<file path="src/design/vatc_pkg.sv">
// Package for the virtual APIC timer countdown: widths, register indexes, FSM states.
`default_nettype none
package vatc_pkg;

    localparam int TS_W    = 64;  // timestamp width
    localparam int CNT_W   = 32;  // count and divisor width
    localparam int DIVV_W  = 8;   // divide value width
    localparam int CFG_IDX_W = 3;
    localparam int CFG_DATA_W = 32;

    localparam int DIV_STEP_W = $clog2(TS_W);
    localparam int MUL_STEP_W = $clog2(DIVV_W);

    typedef logic [CFG_IDX_W-1:0] cfg_idx_t;

    localparam cfg_idx_t REG_COUNTS_PER_UNIT = 3'd0;
    localparam cfg_idx_t REG_DIVIDE_VALUE    = 3'd1;
    localparam cfg_idx_t REG_INITIAL_COUNT   = 3'd2;
    localparam cfg_idx_t REG_MASKED          = 3'd3;
    localparam cfg_idx_t REG_EXITS_ENABLED   = 3'd4;

    typedef enum logic [1:0] {
        S_IDLE,
        S_DIV,
        S_MUL,
        S_FIN
    } state_t;

endpackage
`default_nettype wire

</file>
<file path="src/design/virtual_apic_timer_countdown_top.sv">
// Top level of the virtual APIC timer countdown: bit-serial divide, serial multiply, count update.
`default_nettype none
//
//  Channel   Signals                                   Direction  Beat
//  -------   ---------------------------------------   ---------  ---------------------------
//  in        in_valid, in_ready, timestamp             input      one tick per beat
//  out       out_valid, out_ready, expired,            output     one result per input beat
//            interrupt_request, current_count
//  cfg       cfg_valid, cfg_ready, cfg_index,          input      one register write per beat
//            cfg_data
//
//  Steps: an unmasked tick runs the divider (restoring divider, one quotient bit per cycle),
//  the multiply (one divide_value bit per cycle, MSB first) and the update state; a masked
//  tick goes straight to the update state. The result becomes valid as the block turns
//  ready again, so the next tick can be taken while the result is shown.
//  The 64-step divider loop sets the rate; one tick is in flight at a time.
//  Reset clears the state (last timestamp, count) and the handshake, sets config defaults.
//  Output stalls: the result register holds the beat; a finished tick waits in the update
//  state until the result register is free. cfg is always ready.
//
module virtual_apic_timer_countdown_top (
    input  wire logic                          clk,
    input  wire logic                          rst_n,
    // tick input
    input  wire logic                          in_valid,
    output logic                               in_ready,
    input  wire logic [vatc_pkg::TS_W-1:0]     timestamp,
    // result output
    output logic                               out_valid,
    input  wire logic                          out_ready,
    output logic                               expired,
    output logic                               interrupt_request,
    output logic [vatc_pkg::CNT_W-1:0]         current_count,
    // register writes
    input  wire logic                          cfg_valid,
    output logic                               cfg_ready,
    input  wire vatc_pkg::cfg_idx_t            cfg_index,
    input  wire logic [vatc_pkg::CFG_DATA_W-1:0] cfg_data
);
    import vatc_pkg::*;

    // config registers
    logic [CNT_W-1:0]  counts_per_unit_reg;
    logic [DIVV_W-1:0] divide_value_reg;
    logic [CNT_W-1:0]  initial_count_reg;
    logic              masked_reg;
    logic              exits_enabled_reg;

    // timer state
    logic [TS_W-1:0]   last_ts_reg,  last_ts_next;
    logic [CNT_W-1:0]  count_now_reg, count_now_next;

    // control
    state_t                 state_reg, state_next;
    logic [DIV_STEP_W-1:0]  dstep_reg, dstep_next;
    logic [MUL_STEP_W-1:0]  mstep_reg, mstep_next;
    logic                   tick_masked_reg, tick_masked_next;
    logic                   out_valid_reg, out_valid_next;

    // datapath
    logic [TS_W-1:0]   now_reg, now_next;      // timestamp of the tick in flight
    logic [TS_W-1:0]   quo_reg, quo_next;      // dividend in, quotient out
    logic [CNT_W-1:0]  rem_reg, rem_next;
    logic [TS_W-1:0]   acc_reg, acc_next;      // scaled elapsed amount
    logic              expired_reg, expired_next;
    logic              irq_reg, irq_next;
    logic [CNT_W-1:0]  cur_count_reg, cur_count_next;

    logic [CNT_W:0]    trial;
    logic [CNT_W+1:0]  diff;                   // top bit is the borrow
    logic              fire;
    logic              load;
    logic              in_take;

    assign cfg_ready         = 1'b1;
    assign in_ready          = (state_reg == S_IDLE);
    assign in_take           = in_valid && in_ready;
    assign out_valid         = out_valid_reg;
    assign expired           = expired_reg;
    assign interrupt_request = irq_reg;
    assign current_count     = cur_count_reg;

    // config writes; unknown indexes are dropped
    always_ff @(posedge clk or negedge rst_n)
    begin
        if (!rst_n)
        begin
            counts_per_unit_reg <= CNT_W'(1);
            divide_value_reg    <= DIVV_W'(1);
            initial_count_reg   <= '0;
            masked_reg          <= 1'b1;
            exits_enabled_reg   <= 1'b0;
        end
        else if (cfg_valid && cfg_ready)
        begin
            case (cfg_index)
                REG_COUNTS_PER_UNIT: counts_per_unit_reg <= cfg_data[CNT_W-1:0];
                REG_DIVIDE_VALUE:    divide_value_reg    <= cfg_data[DIVV_W-1:0];
                REG_INITIAL_COUNT:   initial_count_reg   <= cfg_data[CNT_W-1:0];
                REG_MASKED:          masked_reg          <= cfg_data[0];
                REG_EXITS_ENABLED:   exits_enabled_reg   <= cfg_data[0];
                default: ;
            endcase
        end
    end

    // control and timer state
    always_ff @(posedge clk or negedge rst_n)
    begin
        if (!rst_n)
        begin
            state_reg       <= S_IDLE;
            dstep_reg       <= '0;
            mstep_reg       <= '0;
            tick_masked_reg <= 1'b0;
            out_valid_reg   <= 1'b0;
            last_ts_reg     <= '0;
            count_now_reg   <= '0;
        end
        else
        begin
            state_reg       <= state_next;
            dstep_reg       <= dstep_next;
            mstep_reg       <= mstep_next;
            tick_masked_reg <= tick_masked_next;
            out_valid_reg   <= out_valid_next;
            last_ts_reg     <= last_ts_next;
            count_now_reg   <= count_now_next;
        end
    end

    // payload, no reset
    always_ff @(posedge clk)
    begin
        now_reg       <= now_next;
        quo_reg       <= quo_next;
        rem_reg       <= rem_next;
        acc_reg       <= acc_next;
        expired_reg   <= expired_next;
        irq_reg       <= irq_next;
        cur_count_reg <= cur_count_next;
    end

    // one restoring divider step: shift in the next dividend bit, try the subtract;
    // a zero divisor never borrows, so the quotient comes out all ones
    assign trial = {rem_reg, quo_reg[TS_W-1]};
    assign diff  = {1'b0, trial} - {2'b00, counts_per_unit_reg};

    // count only survives if the amount fits 32 bits and is below the count
    assign fire = !((acc_reg[TS_W-1:CNT_W] == '0) && (count_now_reg > acc_reg[CNT_W-1:0]));
    assign load = (state_reg == S_FIN) && (!out_valid_reg || out_ready);

    always_comb
    begin
        state_next       = state_reg;
        dstep_next       = dstep_reg;
        mstep_next       = mstep_reg;
        tick_masked_next = tick_masked_reg;
        out_valid_next   = out_valid_reg;
        last_ts_next     = last_ts_reg;
        count_now_next   = count_now_reg;
        now_next         = now_reg;
        quo_next         = quo_reg;
        rem_next         = rem_reg;
        acc_next         = acc_reg;
        expired_next     = expired_reg;
        irq_next         = irq_reg;
        cur_count_next   = cur_count_reg;

        if (out_valid_reg && out_ready)
        begin
            out_valid_next = 1'b0;
        end

        case (state_reg)
            S_IDLE:
            begin
                if (in_take)
                begin
                    now_next         = timestamp;
                    quo_next         = timestamp - last_ts_reg;  // elapsed, wraps
                    rem_next         = '0;
                    dstep_next       = '0;
                    tick_masked_next = masked_reg;
                    state_next       = masked_reg ? S_FIN : S_DIV;
                end
            end

            S_DIV:
            begin
                if (!diff[CNT_W+1])
                begin
                    rem_next = diff[CNT_W-1:0];
                end
                else
                begin
                    rem_next = trial[CNT_W-1:0];
                end
                quo_next   = {quo_reg[TS_W-2:0], !diff[CNT_W+1]};
                dstep_next = dstep_reg + 1'b1;
                if (dstep_reg == '1)
                begin
                    acc_next   = '0;
                    mstep_next = '1;
                    state_next = S_MUL;
                end
            end

            S_MUL:
            begin
                // shift-and-add, MSB of divide_value first; wraps mod 2^64
                acc_next   = {acc_reg[TS_W-2:0], 1'b0}
                             + (divide_value_reg[mstep_reg] ? quo_reg : '0);
                mstep_next = mstep_reg - 1'b1;
                if (mstep_reg == '0)
                begin
                    state_next = S_FIN;
                end
            end

            S_FIN:
            begin
                if (load)
                begin
                    if (tick_masked_reg)
                    begin
                        expired_next = 1'b0;
                        irq_next     = 1'b0;
                    end
                    else
                    begin
                        last_ts_next   = now_reg;
                        count_now_next = fire ? initial_count_reg
                                              : count_now_reg - acc_reg[CNT_W-1:0];
                        expired_next   = fire;
                        irq_next       = fire && !exits_enabled_reg;
                    end
                    cur_count_next = (tick_masked_reg || !fire)
                                     ? ((tick_masked_reg) ? count_now_reg
                                                          : count_now_reg - acc_reg[CNT_W-1:0])
                                     : initial_count_reg;
                    out_valid_next = 1'b1;
                    state_next     = S_IDLE;
                end
            end

            default:
            begin
                state_next = S_IDLE;
            end
        endcase
    end

    // interrupt request only comes with an expiry
    assert property (@(posedge clk) disable iff (!rst_n)
        out_valid |-> (!interrupt_request || expired))
        else $error("interrupt_request without expired");

    // divider runs exactly 64 steps before the multiply
    assert property (@(posedge clk) disable iff (!rst_n)
        (state_reg == S_DIV) && (dstep_reg == '1) |=> (state_reg == S_MUL))
        else $error("divider did not hand over to multiply");

    // a result only appears out of the update state
    assert property (@(posedge clk) disable iff (!rst_n)
        $rose(out_valid_reg) |-> $past(state_reg == S_FIN))
        else $error("result raised outside update");

    // without an expiry the count never goes up
    assert property (@(posedge clk) disable iff (!rst_n)
        load && (tick_masked_reg || !fire) |=> (count_now_reg <= $past(count_now_reg)))
        else $error("count rose without reload");

    // no new tick is taken while one is in flight
    assert property (@(posedge clk) disable iff (!rst_n)
        in_take |=> !in_ready)
        else $error("tick accepted while busy");

endmodule
`default_nettype wire
</file>
<file path="config.mk">
export PLATFORM = sky130hd
export DESIGN_NAME = virtual_apic_timer_countdown_top
export DESIGN_NICKNAME = d
export VERILOG_FILES = /design/src/design/vatc_pkg.sv /design/src/design/virtual_apic_timer_countdown_top.sv
export SDC_FILE = /design/constraint.sdc
export NUM_CORES = 1
export LEC_CHECK = 0
export BUFFER_PORTS_ARGS = -buffer_cell sky130_fd_sc_hd__buf_2
export CORE_AREA = 4 4 283 174
export CTS_BUF_LIST = sky130_fd_sc_hd__clkbuf_8
export DETAILED_ROUTE_END_ITERATION = 6
export DIE_AREA = 0 0 287 178
export PLACE_DENSITY = 0.8
export SLEW_MARGIN = 20
export SYNTH_ARGS = -nofsm -noshare
export SYNTH_HDL_FRONTEND = slang
export SYNTH_SLANG_ARGS = --single-unit
</file>
<file path="constraint.sdc">
create_clock -name clk -period 6.13 [get_ports clk]
set_input_delay 0.9195 -clock clk [delete_from_list [all_inputs] [get_ports clk]]
set_output_delay 0.9195 -clock clk [all_outputs]
set_load 0.01 [all_outputs]
</file>
==> flow_summary.yaml, run 1 <==
placement:
  io_buffers: 139
  dp_hpwl_um: 60900
  place_ws_ns: 0.859
  postPlaceCellArea_sq_mm: 0.0297
  gp_congestion: 0.958
  place_inst: 3624
floorplan:
  die_y_um: 178
  die_w_um: 287
  core_sq_mm: 0.0463
  io-pin-count: 141
  die_area_sq_mm: 0.0511
  start_util_pct: 61.8
  fp-row-count: 61
power:
  power_mw: 20.8
  clkPwrFrac_pct: 13.3
  p_sw_share_pct: 46.9
  leakage_nw: 13.5
  peakVddDrop_uv: 324
  switching_power_mw: 9.75
  intPower_mw: 11.1
  seqPwrFrac_pct: 27.6
  powerDensity_mw_per_mm2: 667
  combPwrFrac_pct: 59.1
sta:
  setup_viol: 0
  report.final.slew_viol_count: 0
  finalHoldWorstSlack_ns: 0.255
  period_needed_ns: 5.47
  setup-tns-final_ns: 0
  fin_crit_sh_pct: 89.3
  worst_slack_ns: 0.658
  final_hold_viol_count: 0
  worst_pin_slew_ns: 1.08
  final.setup_skew_ns: 0.0356
  fmax_ghz: 0.183
  grt_setup_unrepaired: "false"
  max_slew_margin_pct: 27.0
finish:
  final_util_pct: 67.5
  nFillCells: 3653
  stdcell_area_sq_mm: 0.0312
  fin_nets: 3369
  drive_gt1_share_pct: 13.3
  area_growth_pct: 9.29
  multi_input_area_sq_mm: 0.0151
  diodes: 0
  regArea_sq_mm: 0.0123
  layout_commonest_cell: "nand2_1"
  final_cell_count_no_fill: 3751
  layout_common_cells: "nand2_1, o21ai_0, edfxtp_1, a21oi_1, ha_1"
yosys:
  synth_area_sq_mm: 0.0286
  ys_warn_count: 0
  ys_types: 94
  synth-async-reset-ratio_pct: 41.5
  synth_edf_count: 258
  yosysSeqAreaShare_pct: 43.2
  synth_top_flop_cell: "edfxtp_1"
  syn-instance-count: 2964
  syn_nets: 3268
  syn_avg_cell_area_sq_um: 9.64
  synth_seq_cells: 441
clocking:
  clk_pin_slew_worst_paths_ns: 0.07
  clock_sinks: 441
  ctsResizeCount: 0
  h-tree-depth: 3
  clk_path_buf_depth: 3
  root_buffer: "clkbuf_8"
  clkLatencyLatePin_ns: 0.65
  cts_buffers: 69
  cts_tree: "yes"
  hold_buffers: 0
  postCtsSetupBuffers: 0
worst_setup_path:
  worstPathArrival_ns: 5.85
  crit_fanout: 24
  reg2reg_from: "mstep_reg[0]"
  cp-end-kind: "register"
  cp-start-kind: "register"
  path_cells: "mux4_2 > mux2i_4 > buf_4 > nor2b_1 > ha_1 > nand2_1 > o21ai_0 > a211oi_1 > a32oi_1 > o21ai_1 > o31ai_2 > a21boi_1 > o21a_1 > o41ai_1 > mux2i_1"
  cp-startpoint: "mstep_reg[0]"
  worstSetupPathType: "register to register"
  max_stage_delay_ns: 0.67
  crit_path_top_delay_cell: "mux2i_4"
  cp.required_ns: 6.51
drt:
  post_drt_wl_per_cell_um: 21.3
  drt_pass1_iterations: 5
  drc: 0
  viasPerCell: 6.22
  drtAntennaViolNets: 0
  routed_wl_um: 79900
  drt_iter0_markers: 2877
  dr_total_vias: 23300
grt:
  grt_pass1_vias: 22200
  grt_first_pass_wirelength_um: 126000
  grt.total_usage_pct: 31.3
  antenna_found_initial: 1
  grt_max_degree: 112
  globalRouteOverflowTotal: 0
min_path:
  hold_path_class: "input pin to async pin"
flow_run:
  cap_violations: 0
status:
  outcome: "completed"
==> power groups by stage <==
stage	sequential [mW]	combinational (mW)	clock, mW
after floorplan	5.42	9.03	0
after global placement	5.71	11.6	0
after detailed placement	5.76	11.9	0
after CTS	5.71	12.0	2.78
after global routing	5.84	13.5	2.94
final	5.75	12.3	2.76
==> cells by family after synthesis <==
logic type,after synthesis,share of synthesized area [%]
buffers and inverters,307,4.30
AND/OR/NAND/NOR,868,14.8
AO/OA/AOI/OAI,850,18.5
other,1,0.0131
flip-flops,441,43.2
adder cells (fa/ha/maj),200,8.86
XOR/XNOR,160,4.90
multiplexers,137,5.43
==> path summary, 6_finish.rpt <==
check | to | slack [ns] | cells past startpoint
setup / recovery | acc_reg[62] | 0.66 | 15
hold / removal | last_ts_reg[59] | 0.26 | 1
setup reg to reg | acc_reg[62] | 0.66 | 15
hold reg to reg | last_ts_reg[16] | 0.45 | 2
max in group asynchronous | count_now_reg[24] | 4.63 | 2
min in group clk | last_ts_reg[16] | 0.45 | 2
==> synth_stat cells (all sizes together) (16+ instances only) <==
cell type / number / share of area, %
mux2: 102 / 4.1
clkbuf: 108 / 1.4
o211ai: 22 / 0.60
dfrtp: 180 / 16
a211oi: 16 / 0.42
a21o: 118 / 3.1
o21a: 19 / 0.50
a31oi: 28 / 0.61
nor3: 31 / 0.54
buf: 23 / 0.56
xnor2: 94 / 2.9
nand2b: 28 / 0.61
edfxtp: 258 / 27
mux2i: 33 / 1.2
nor2b: 91 / 2.0
o21ai: 291 / 5.2
xor2: 66 / 2.0
nand3: 53 / 0.93
inv: 176 / 2.3
nand2: 334 / 4.4
a21oi: 219 / 3.9
ha: 196 / 8.6
and2: 62 / 1.4
nor4: 18 / 0.39
o21bai: 31 / 0.81
nand4: 46 / 1.0
nor2: 137 / 1.8
and3: 25 / 0.56
==> per-layer routing <==
metal  routed length [um]  up-vias  global-route usage (%)
met3                 9270      104                    8.03
met4                 1060        0                    5.39
met1                39100    11200                    51.5
met2                30400     1119                    41.1
li1                     -    10900                       -
met5                    0        -                       0
==> cell type report <==
class / count / area share (%)
clock buffer: 78 / 3.44
multi-input combinational: 2216 / 48.3
inverter: 176 / 2.12
clock inverter: 49 / 1.35
timing repair buffer: 161 / 2.83
sequential: 441 / 39.5
tap: 630 / 2.52
==> critical path: cells and delay by family, from the launching register on <==
family	cells	cell delay, ns
AOI/OAI and AO/OA	8	2.35
muxes	3	1.37
DFF	1	0.46
adders and majority gates	1	0.43
buffers and inverters	1	0.36
and+or+nand+nor	2	0.21
Note: power is estimated with default switching activity, not from simulation.
==> run 2: changes to the inputs <==
Settings changed: MAX_ROUTING_LAYER set to met4.
==> run 2 against run 1 <==
Worst setup slack better by 0.17 ns; combinational power barely moved; highest routed layer unchanged; sequential cell count unchanged; die area is the same; count of clock-buffer cells in the layout rose by 1; first-iteration DRC count shrank 2.6%; largest power group unchanged; worst hold slack gained 0.12 ns; routed wire length is 1.2% lower; total power shrank 1.0%.
==> flow_summary.yaml, run 2 (same netlist as run 1, synthesis figures left out) <==
status:
  outcome: "completed"
clocking:
  h-tree-depth: 3
  hold_buffers: 0
  root_buffer: "clkbuf_8"
  clk_path_buf_depth: 3
  clkLatencyLatePin_ns: 0.65
  clock_sinks: 441
  clk_pin_slew_worst_paths_ns: 0.07
  ctsResizeCount: 0
  cts_tree: "yes"
  cts_buffers: 68
  postCtsSetupBuffers: 0
drt:
  viasPerCell: 6.24
  routed_wl_um: 78900
  drt_pass1_iterations: 6
  drc: 0
  dr_total_vias: 23400
  drtAntennaViolNets: 0
  post_drt_wl_per_cell_um: 21.0
  drt_iter0_markers: 2803
sta:
  fin_crit_sh_pct: 86.5
  final_hold_viol_count: 0
  setup_viol: 0
  fmax_ghz: 0.189
  period_needed_ns: 5.30
  setup-tns-final_ns: 0
  worst_pin_slew_ns: 1.01
  grt_setup_unrepaired: "false"
  report.final.slew_viol_count: 0
  max_slew_margin_pct: 31.9
  final.setup_skew_ns: 0.0382
power:
  leakage_nw: 13.5
  powerDensity_mw_per_mm2: 661
  power_mw: 20.6
  peakVddDrop_uv: 278
worst_setup_path:
  r2r-end: "acc_reg[62]"
  critPathBufInv: 1
  reg2reg_from: "mstep_reg[0]"
  reg2reg_slack_ns: 0.83
  path_depth: 15
  path_cells: "mux4_2 > mux2i_4 > buf_4 > nor2b_1 > ha_1 > nand2_1 > o21ai_0 > o21ai_0 > a32oi_1 > o21ai_1 > o31ai_2 > a21boi_1 > o21a_1 > o41ai_1 > mux2i_1"
  worst_path_most_repeated_cell: "o21ai_0"
  rr_worst_depth: 15
  cp-start-kind: "register"
  crit_fanout: 23
  cp.required_ns: 6.51
  crit_path_end: "acc_reg[62]"
  crit_path_top_delay_cell: "mux2i_4"
  critPathTopFamily: "compound AO/OA/AOI/OAI gates"
  max_stage_delay_ns: 0.64
  worstSetupPathType: "register to register"
  cp-startpoint: "mstep_reg[0]"
  worstPathArrival_ns: 5.68
  cp-end-kind: "register"
finish:
  area_growth_pct: 9.12
  drive_gt1_share_pct: 13.2
  layout_common_cells: "nand2_1, o21ai_0, edfxtp_1, a21oi_1, inv_1"
  multi_input_area_sq_mm: 0.0151
  fin_nets: 3369
  layout_commonest_cell: "nand2_1"
  final_cell_count_no_fill: 3752
  nFillCells: 3633
  regArea_sq_mm: 0.0123
placement:
  gp_congestion: 0.998
  io_buffers: 139
  dp_hpwl_um: 60200
  place_inst: 3625
min_path:
  hold_path_class: "input pin to async pin"
flow_run:
  cap_violations: 0
floorplan:
  die_area_sq_mm: 0.0511
  core_sq_mm: 0.0463
  fp-row-count: 61
  io-pin-count: 141
  die_w_um: 287
  start_util_pct: 61.8
  die_y_um: 178
grt:
  grt_max_degree: 100
  grt_pass1_vias: 21900
  globalRouteOverflowTotal: 0
  antenna_found_initial: 7
  grt_first_pass_wirelength_um: 124000
  grt.total_usage_pct: 31.6
[run 2: worst min path at each step]
stage / startpoint / endpoint / cells after the start
floorplan: now_reg[0] / last_ts_reg[0] / 2
global placement: now_reg[0] / last_ts_reg[0] / 2
detailed placement: now_reg[14] / last_ts_reg[14] / 2
CTS: rst_n / count_now_reg[24] / 1
global route: rst_n / count_now_reg[24] / 1
finish: rst_n / count_now_reg[24] / 1
[run 2: area by class of cell]
type	count	area share, %
sequential	441	39.6
clock inverter	47	1.16
tap	630	2.53
timing repair buffer	162	2.81
multi-input combinational	2216	48.3
inverter	176	2.12
antenna	1	0.00803
clock buffer	79	3.49
[run 2: per-stage QoR]
stage | setup slack (ns) | hold WS (ns) | utilization [%] | area (sq um)
2_1_floorplan | 1.63 | 0.415 | - | 28600
3_3_place_gp | 1.16 | 0.431 | 64.3 | 29700
3_5_place_dp | 1.02 | 0.437 | 64.3 | 29700
4_1_cts | 0.967 | 0.387 | 67.4 | 31200
5_1_grt | 0.555 | 0.420 | 67.4 | 31200
6_report | 0.825 | 0.379 | 67.4 | 31200
[run 2: routing by layer]
metal  up-vias  global-route usage [%]  routed length [um]
li1      10900                       -                   -
met1     11300                    50.2               38600
met2      1123                    39.8               30100
met3       134                    8.61                8900
met4         0                    6.14                1330
met5         -                       -                   0
[run 2: power breakdown]
group | switching [mW] | leakage, nW | total, mW | internal (mW)
clock network | 1.25 | 0.815 | 2.66 | 1.41
registers | 0.803 | 4.68 | 5.73 | 4.93
logic | 7.56 | 7.96 | 12.2 | 4.66
